**config.mk**
```make
export PLATFORM = sky130hd
export DESIGN_NAME = aed_ctrl
export DESIGN_NICKNAME = d
export VERILOG_FILES = /design/src/rtl/core/aed_pkg.sv /design/src/rtl/core/aed_ctrl.sv
export SDC_FILE = /design/constraint.sdc
export NUM_CORES = 1
export LEC_CHECK = 0
export BUFFER_PORTS_ARGS = -buffer_cell sky130_fd_sc_hd__buf_2
export CORE_UTILIZATION = 37
export CTS_CLUSTER_SIZE = 24
export DETAILED_ROUTE_END_ITERATION = 8
export PLACE_DENSITY = 0.73
export SLEW_MARGIN = 20
export SYNTH_ARGS = -nofsm -noshare
export SYNTH_HDL_FRONTEND = slang
export SYNTH_SLANG_ARGS = --single-unit
```
**constraint.sdc**
```tcl
create_clock -name clk -period 3.1 [get_ports clk]
set_clock_uncertainty 0.05 [all_clocks]
set_input_delay 0.465 -clock clk [delete_from_list [all_inputs] [get_ports clk]]
set_output_delay 0.465 -clock clk [all_outputs]
set_load 0.01 [all_outputs]
```
**src/rtl/core/aed_pkg.sv**
```systemverilog
// ---------------------------------------------------------------------------
// Archive entry decompressor package
// Shared types, codes and widths.
// ---------------------------------------------------------------------------
package aed_pkg;

  localparam int CFG_IDX_W  = 1;
  localparam int CFG_DATA_W = 32;
  localparam int POS_W      = 12;
  localparam int LEN_W      = 9;
  localparam int RS_W       = 13;

  localparam logic [CFG_IDX_W-1:0] CFG_MODE_LEVEL      = 1'b0;
  localparam logic [CFG_IDX_W-1:0] CFG_EXPECTED_LENGTH = 1'b1;

  localparam logic [1:0] ST_OK      = 2'd0;
  localparam logic [1:0] ST_BAD_REF = 2'd1;
  localparam logic [1:0] ST_LENGTH  = 2'd2;

  localparam logic [2:0] LVL_STORED = 3'd0;
  localparam logic [2:0] LVL_RLE    = 3'd1;
  localparam logic [2:0] LVL_NONE   = 3'd7;

  typedef enum logic [2:0] {
    PH_FLAG    = 3'd0,
    PH_RLE_LIT = 3'd1,
    PH_RLE_REP = 3'd2,
    PH_LZ_ITEM = 3'd3,
    PH_LZ_REF2 = 3'd4
  } phase_t;

  typedef struct packed {
    logic load;
    logic put_in;
    logic put_ram;
    logic ring_in;
    logic ring_ram;
    logic rle_flag;
    logic rle_lit;
    logic rep_step;
    logic rep_done;
    logic lz_flags;
    logic lz_ref1;
    logic lz_ref2;
    logic next_tok;
    logic set_err;
    logic rd;
    logic cpy_step;
    logic flush;
    logic finish;
  } cmd_t;

  typedef struct packed {
    logic [2:0] lvl;
    phase_t     phase;
    logic       tok;
    logic       halted;
    logic       left_zero;
    logic       len_zero;
    logic       pos_bad;
    logic       ref_zero;
    logic       pack_full;
    logic       out_free;
  } sts_t;

  function automatic logic [RS_W-1:0] ring_size(input logic [2:0] lvl);
    logic [RS_W-1:0] rs;
    case (lvl)
      3'd3:    rs = 13'd2048;
      3'd4:    rs = 13'd1024;
      3'd5:    rs = 13'd512;
      3'd6:    rs = 13'd256;
      default: rs = 13'd4096;
    endcase
    return rs;
  endfunction

endpackage

```
**src/rtl/core/aed_ctrl.sv**
```systemverilog
// ---------------------------------------------------------------------------
// Archive entry decompressor controller
// Sequences decode, run repeat, window copy and result completion.
// ---------------------------------------------------------------------------
module aed_ctrl import aed_pkg::*; (
  input  logic clk,
  input  logic rst_n,
  input  logic in_valid,
  output logic in_ready,
  input  sts_t sts,
  output cmd_t cmd
);
  typedef enum logic [2:0] {
    S_IDLE,
    S_DECODE,
    S_REP,
    S_CHECK,
    S_COPY,
    S_FINISH
  } state_t;

  state_t state_r, state_nxt;
  logic   is_lz;

  assign is_lz = (sts.lvl != LVL_STORED) && (sts.lvl != LVL_RLE) && (sts.lvl != LVL_NONE);

  always_comb begin
    cmd = '0;
    state_nxt = state_r;
    unique case (state_r)
      S_IDLE: begin
        if (in_valid) begin
          cmd.load = 1'b1;
          state_nxt = S_DECODE;
        end
      end
      S_DECODE: begin
        state_nxt = S_FINISH;
        if (sts.halted || sts.lvl == LVL_NONE) begin
          state_nxt = S_FINISH;
        end else if (sts.lvl == LVL_STORED) begin
          cmd.put_in = 1'b1;
        end else if (sts.lvl == LVL_RLE) begin
          case (sts.phase)
            PH_RLE_LIT: begin
              cmd.put_in = 1'b1;
              cmd.rle_lit = 1'b1;
            end
            PH_RLE_REP: state_nxt = S_REP;
            default: cmd.rle_flag = 1'b1;
          endcase
        end else if (is_lz) begin
          case (sts.phase)
            PH_LZ_ITEM: begin
              if (sts.tok) begin
                cmd.put_in = 1'b1;
                cmd.ring_in = 1'b1;
                cmd.next_tok = 1'b1;
              end else begin
                cmd.lz_ref1 = 1'b1;
              end
            end
            PH_LZ_REF2: begin
              if (sts.ref_zero) begin
                cmd.set_err = 1'b1;
                cmd.next_tok = 1'b1;
              end else begin
                cmd.lz_ref2 = 1'b1;
                state_nxt = S_CHECK;
              end
            end
            default: cmd.lz_flags = 1'b1;
          endcase
        end
      end
      S_REP: begin
        if (sts.left_zero) begin
          cmd.rep_done = 1'b1;
          state_nxt = S_FINISH;
        end else if (sts.pack_full) begin
          cmd.flush = sts.out_free;
        end else begin
          cmd.put_in = 1'b1;
          cmd.rep_step = 1'b1;
        end
      end
      S_CHECK: begin
        if (sts.len_zero) begin
          cmd.next_tok = 1'b1;
          state_nxt = S_FINISH;
        end else if (sts.pos_bad) begin
          cmd.set_err = 1'b1;
          cmd.next_tok = 1'b1;
          state_nxt = S_FINISH;
        end else if (sts.pack_full) begin
          cmd.flush = sts.out_free;
        end else begin
          cmd.rd = 1'b1;
          state_nxt = S_COPY;
        end
      end
      S_COPY: begin
        cmd.put_ram = 1'b1;
        cmd.ring_ram = 1'b1;
        cmd.cpy_step = 1'b1;
        state_nxt = S_CHECK;
      end
      S_FINISH: begin
        if (sts.out_free) begin
          cmd.finish = 1'b1;
          state_nxt = S_IDLE;
        end
      end
      default: state_nxt = S_IDLE;
    endcase
  end

  always_ff @(posedge clk) begin
    if (!rst_n) begin
      state_r <= S_IDLE;
    end else begin
      state_r <= state_nxt;
    end
  end

  assign in_ready = (state_r == S_IDLE);
endmodule

```
==> metrics.txt <==
# TYPE chip_impl_metric gauge
chip_impl_metric{name="postLayoutSetupSlackWorst",unit="ns"} 0.905
chip_impl_metric{name="fmax",unit="MHz"} 456
chip_impl_metric{name="clk_path_buf_depth",unit=""} 2
chip_impl_info{name="r2r_path_start",value="state_r[0]"} 1
chip_impl_metric{name="cts_post_setup_buffers_inserted",unit=""} 0
chip_impl_metric{name="power.static_leakage",unit="nW"} 0.340
chip_impl_info{name="path_cells",value="nand2b_4 > nor3_2 > nand3b_1 > nor3b_1 > buf_2"} 1
chip_impl_metric{name="initial_utilization",unit=""} 0.405
chip_impl_metric{name="grt_antenna_before_repair",unit=""} 0
chip_impl_metric{name="drt_pre_antenna_iters",unit=""} 4
chip_impl_metric{name="synth_top_area_share",unit=""} 0.113
chip_impl_info{name="synth_most_common_cell",value="nor2_1"} 1
chip_impl_info{name="cts_tree",value="yes"} 1
chip_impl_metric{name="ys_async_sr_fraction",unit=""} 0
chip_impl_metric{name="crit_arrival",unit="ns"} 1.68
chip_impl_metric{name="pwr_density_cell",unit="nW/um2"} 404
chip_impl_metric{name="post-place-cells",unit=""} 125
chip_impl_metric{name="synthesis.yosys.warnings",unit=""} 0
chip_impl_metric{name="global_route_total_overflow",unit=""} 0
chip_impl_metric{name="post_synth_instance_area",unit="um2"} 533
chip_impl_metric{name="report.final.hold_viol_count",unit=""} 0
chip_impl_metric{name="actual_transition_at_the_worst_max_transition_pin",unit="ns"} 0.464
chip_impl_metric{name="antennaDiodeCount",unit=""} 0
chip_impl_metric{name="die-width",unit="um"} 40.0
chip_impl_info{name="setup.worst_path.start_class",value="flop"} 1
chip_impl_metric{name="fraction_of_final_layout_cells_sized_beyond_drive_strength_1",unit=""} 0.404
chip_impl_metric{name="row_count",unit=""} 13
chip_impl_metric{name="setup_total_negative_slack",unit="ns"} 0
chip_impl_info{name="critical_path.endpoint_type",value="output port"} 1
chip_impl_metric{name="detail-route-antenna-nets",unit=""} 0
chip_impl_metric{name="preCtsSetupSlack",unit="ns"} 1.14
chip_impl_metric{name="relSlewSlack",unit=""} 0.691
chip_impl_metric{name="cap_violations",unit=""} 0
chip_impl_metric{name="synth_area_per_cell",unit="um2"} 6.66
chip_impl_metric{name="period_utilisation_layout",unit=""} 0.708
chip_impl_info{name="crit_type",value="reg -> out"} 1
chip_impl_metric{name="cts-resized-gates",unit=""} 0
chip_impl_metric{name="dieArea",unit="um2"} 1600
chip_impl_metric{name="worst_hold_slack_across_all_endpoints",unit="ns"} 0.486
chip_impl_metric{name="cts_buffers",unit=""} 3
chip_impl_info{name="synthTopCellsByCount",value="10 x nor2_1, 9 x nand2_1, 6 x o21ai_0"} 1
chip_impl_metric{name="cp_max_fo",unit=""} 14
chip_impl_metric{name="cp_slowest_stage_delay",unit="ns"} 0.60
chip_impl_metric{name="ios",unit=""} 36
chip_impl_metric{name="post_synth_edffs",unit=""} 0
chip_impl_metric{name="die_height",unit="um"} 40.0
chip_impl_metric{name="clk_latency",unit="ns"} 0.23
chip_impl_metric{name="maxSlewViolCount",unit=""} 0
chip_impl_metric{name="utilization",unit=""} 0.544
chip_impl_metric{name="ys_seq_area_frac",unit=""} 0.113
chip_impl_metric{name="layout.cells.non_filler",unit=""} 129
chip_impl_metric{name="maximum_number_of_pins_on_one_net_before_global_route_repair",unit=""} 15
chip_impl_metric{name="report.final.setup_viol",unit=""} 0
chip_impl_metric{name="postSynthRegisterBits",unit=""} 3
chip_impl_metric{name="drt_wl_total",unit="um"} 1380
chip_impl_info{name="critPathSlowestCell",value="dfxtp_1"} 1
chip_impl_metric{name="finalCriticalPeriod",unit="ns"} 2.20
chip_impl_metric{name="max-vdd-ir-drop",unit="mV"} 0.142
chip_impl_metric{name="cp.required",unit="ns"} 2.58
chip_impl_metric{name="area_taken_by_flip_flops_and_latches",unit="um2"} 60.1
chip_impl_info{name="clock_tree.root_cell",value="clkbuf_4"} 1
chip_impl_metric{name="final_weighted_congestion_of_routability_driven_global_placement",unit=""} 0.717
chip_impl_info{name="yosysTopAreaCell",value="dfxtp_1"} 1
chip_impl_metric{name="synthesized_instance_count",unit=""} 80
chip_impl_metric{name="fillerInstances",unit=""} 139
chip_impl_metric{name="grt_pass1_wl",unit="um"} 2200
chip_impl_metric{name="count_of_clock_tree_sinks",unit=""} 3
chip_impl_metric{name="area.growth.synth_to_final",unit="%"} 34.5
chip_impl_metric{name="grt_util_all_layers",unit=""} 0.195
chip_impl_metric{name="first_iter_violations",unit=""} 9
chip_impl_metric{name="detail_route.wl_per_cell",unit="um"} 10.7
chip_impl_metric{name="largest_register_ff_count",unit=""} 3
chip_impl_info{name="startpoint",value="state_r[0]"} 1
chip_impl_metric{name="coreArea",unit="um2"} 1320
chip_impl_metric{name="detailedPlacementHpwl",unit="um"} 1100
chip_impl_metric{name="syn_nets",unit=""} 97
chip_impl_info{name="top_register",value="state_r"} 1
chip_impl_metric{name="drt_drc_violations_left",unit=""} 0
chip_impl_info{name="rsz0062_at_grt",value="no"} 1
chip_impl_metric{name="cts.htree.levels",unit=""} 1
chip_impl_metric{name="yosys.cell_types.count",unit=""} 35
chip_impl_metric{name="io_buffer_count",unit=""} 35
chip_impl_info{name="synthFlopType",value="dfxtp_1"} 1
chip_impl_info{name="timing.hold.worst.start",value="rst_n"} 1
chip_impl_info{name="synthTopCellsByArea",value="dfxtp_1 11%, nor2_1 7.0%, nand2_1 6.3%"} 1
chip_impl_metric{name="ff2ff_path_depth",unit=""} 4
chip_impl_metric{name="vias_per_cell",unit=""} 5.43
chip_impl_metric{name="whs_path_depth",unit=""} 2
chip_impl_metric{name="first_global_vias",unit=""} 562
chip_impl_metric{name="clkSlewWorstSetupHoldPaths",unit="ns"} 0.04
chip_impl_metric{name="route.vias.total",unit=""} 700
chip_impl_metric{name="nNetsFinal",unit=""} 132
chip_impl_metric{name="combined_area_of_the_multi_input_logic_cells",unit="um2"} 429
chip_impl_info{name="status",value="finished, final reports clean"} 1
chip_impl_metric{name="cts_hold_buf",unit=""} 0
chip_impl_info{name="largestRegisters",value="state_r: 3 flops"} 1
chip_impl_info{name="hold_path_class",value="in -> reg"} 1
metal layers:
| metal | global-route usage | up-vias | routed length, um | part of all wire |
|---|---|---|---|---|
| li1 | - | 358 | - | - |
| met1 | 0.227 | 310 | 613 | 0.44 |
| met2 | 0.371 | 32 | 679 | 0.49 |
| met3 | 0.0500 | 0 | 90 | 0.065 |
| met4 | 0 | 0 | 0 | 0 |
| met5 | 0 | - | 0 | 0 |
worst paths after layout:
kind	end	slack [ns]
max	cmd[7]	0.90
min	state_r[2]	0.49
max reg2reg	state_r[2]	1.67
min reg2reg	state_r[0]	0.64
cell families (layout without fill, tap and decap cells):
| kind of cell | Yosys count | in the layout | share of synthesized area |
|---|---|---|---|
| XOR/XNOR | 1 | 1 | 0.0164 |
| buffers and inverters | 7 | 41 | 0.0822 |
| flip-flops | 3 | 3 | 0.113 |
| AO/OA/AOI/OAI | 19 | 19 | 0.239 |
| AND/OR/NAND/NOR | 50 | 50 | 0.549 |
worst max-delay path: cells and delay by family, from the launching register on:
kind	cells	cell delay (ns)
buffers and inverters	1	0.16
flip-flops	1	0.60
AND/OR/NAND/NOR	4	0.69
where the power goes:
part	internal (mW)	switching (mW)	leakage (nW)
Clock	0.0481	0.0189	0.0150
Combinational	0.0682	0.0752	0.301
Sequential	0.0486	0.0307	0.0248
layout make-up:
class / count / share of cell area
multi-input combinational: 70 / 0.599
sequential: 3 / 0.0838
clock buffer: 4 / 0.0366
tap: 15 / 0.0262
timing repair buffer: 35 / 0.244
inverter: 2 / 0.0105
cells in the final DEF (no fill, tap or decap):
master and instances:
xnor2_1 1, nor4b_2 1, o21ai_1 1, and3b_2 1
nand4_1 1, o21ai_0 6, nor2_1 10, o31ai_1 1
clkbuf_1 1, inv_1 2, a32o_1 1, nand3b_1 2
nor3b_2 1, a21oi_1 2, nand2b_1 2, dfxtp_1 3
a31oi_1 1, nand2_1 9, o32ai_1 1, o22ai_1 1
nor3_1 4, nand3_1 4, nor3b_1 4, nor3_2 1
nor2b_1 3, clkbuf_4 3, o31a_2 1, a21o_1 1
a31o_2 2, and2_1 3, nand2b_4 1, buf_2 35
and3_1 1, nor4_1 2, o2bb2ai_1 1
per-stage QoR:
| step | area [um2] | power, mW |
|---|---|---|
| 2_1_floorplan | 533 | 0.183 |
| 6_report | 717 | 0.290 |
| 4_1_cts | 717 | 0.293 |
| 5_1_grt | 717 | 0.319 |
| 3_3_place_gp | 691 | 0.219 |
| 3_5_place_dp | 691 | 0.223 |
(Power assumes the default switching activity.)
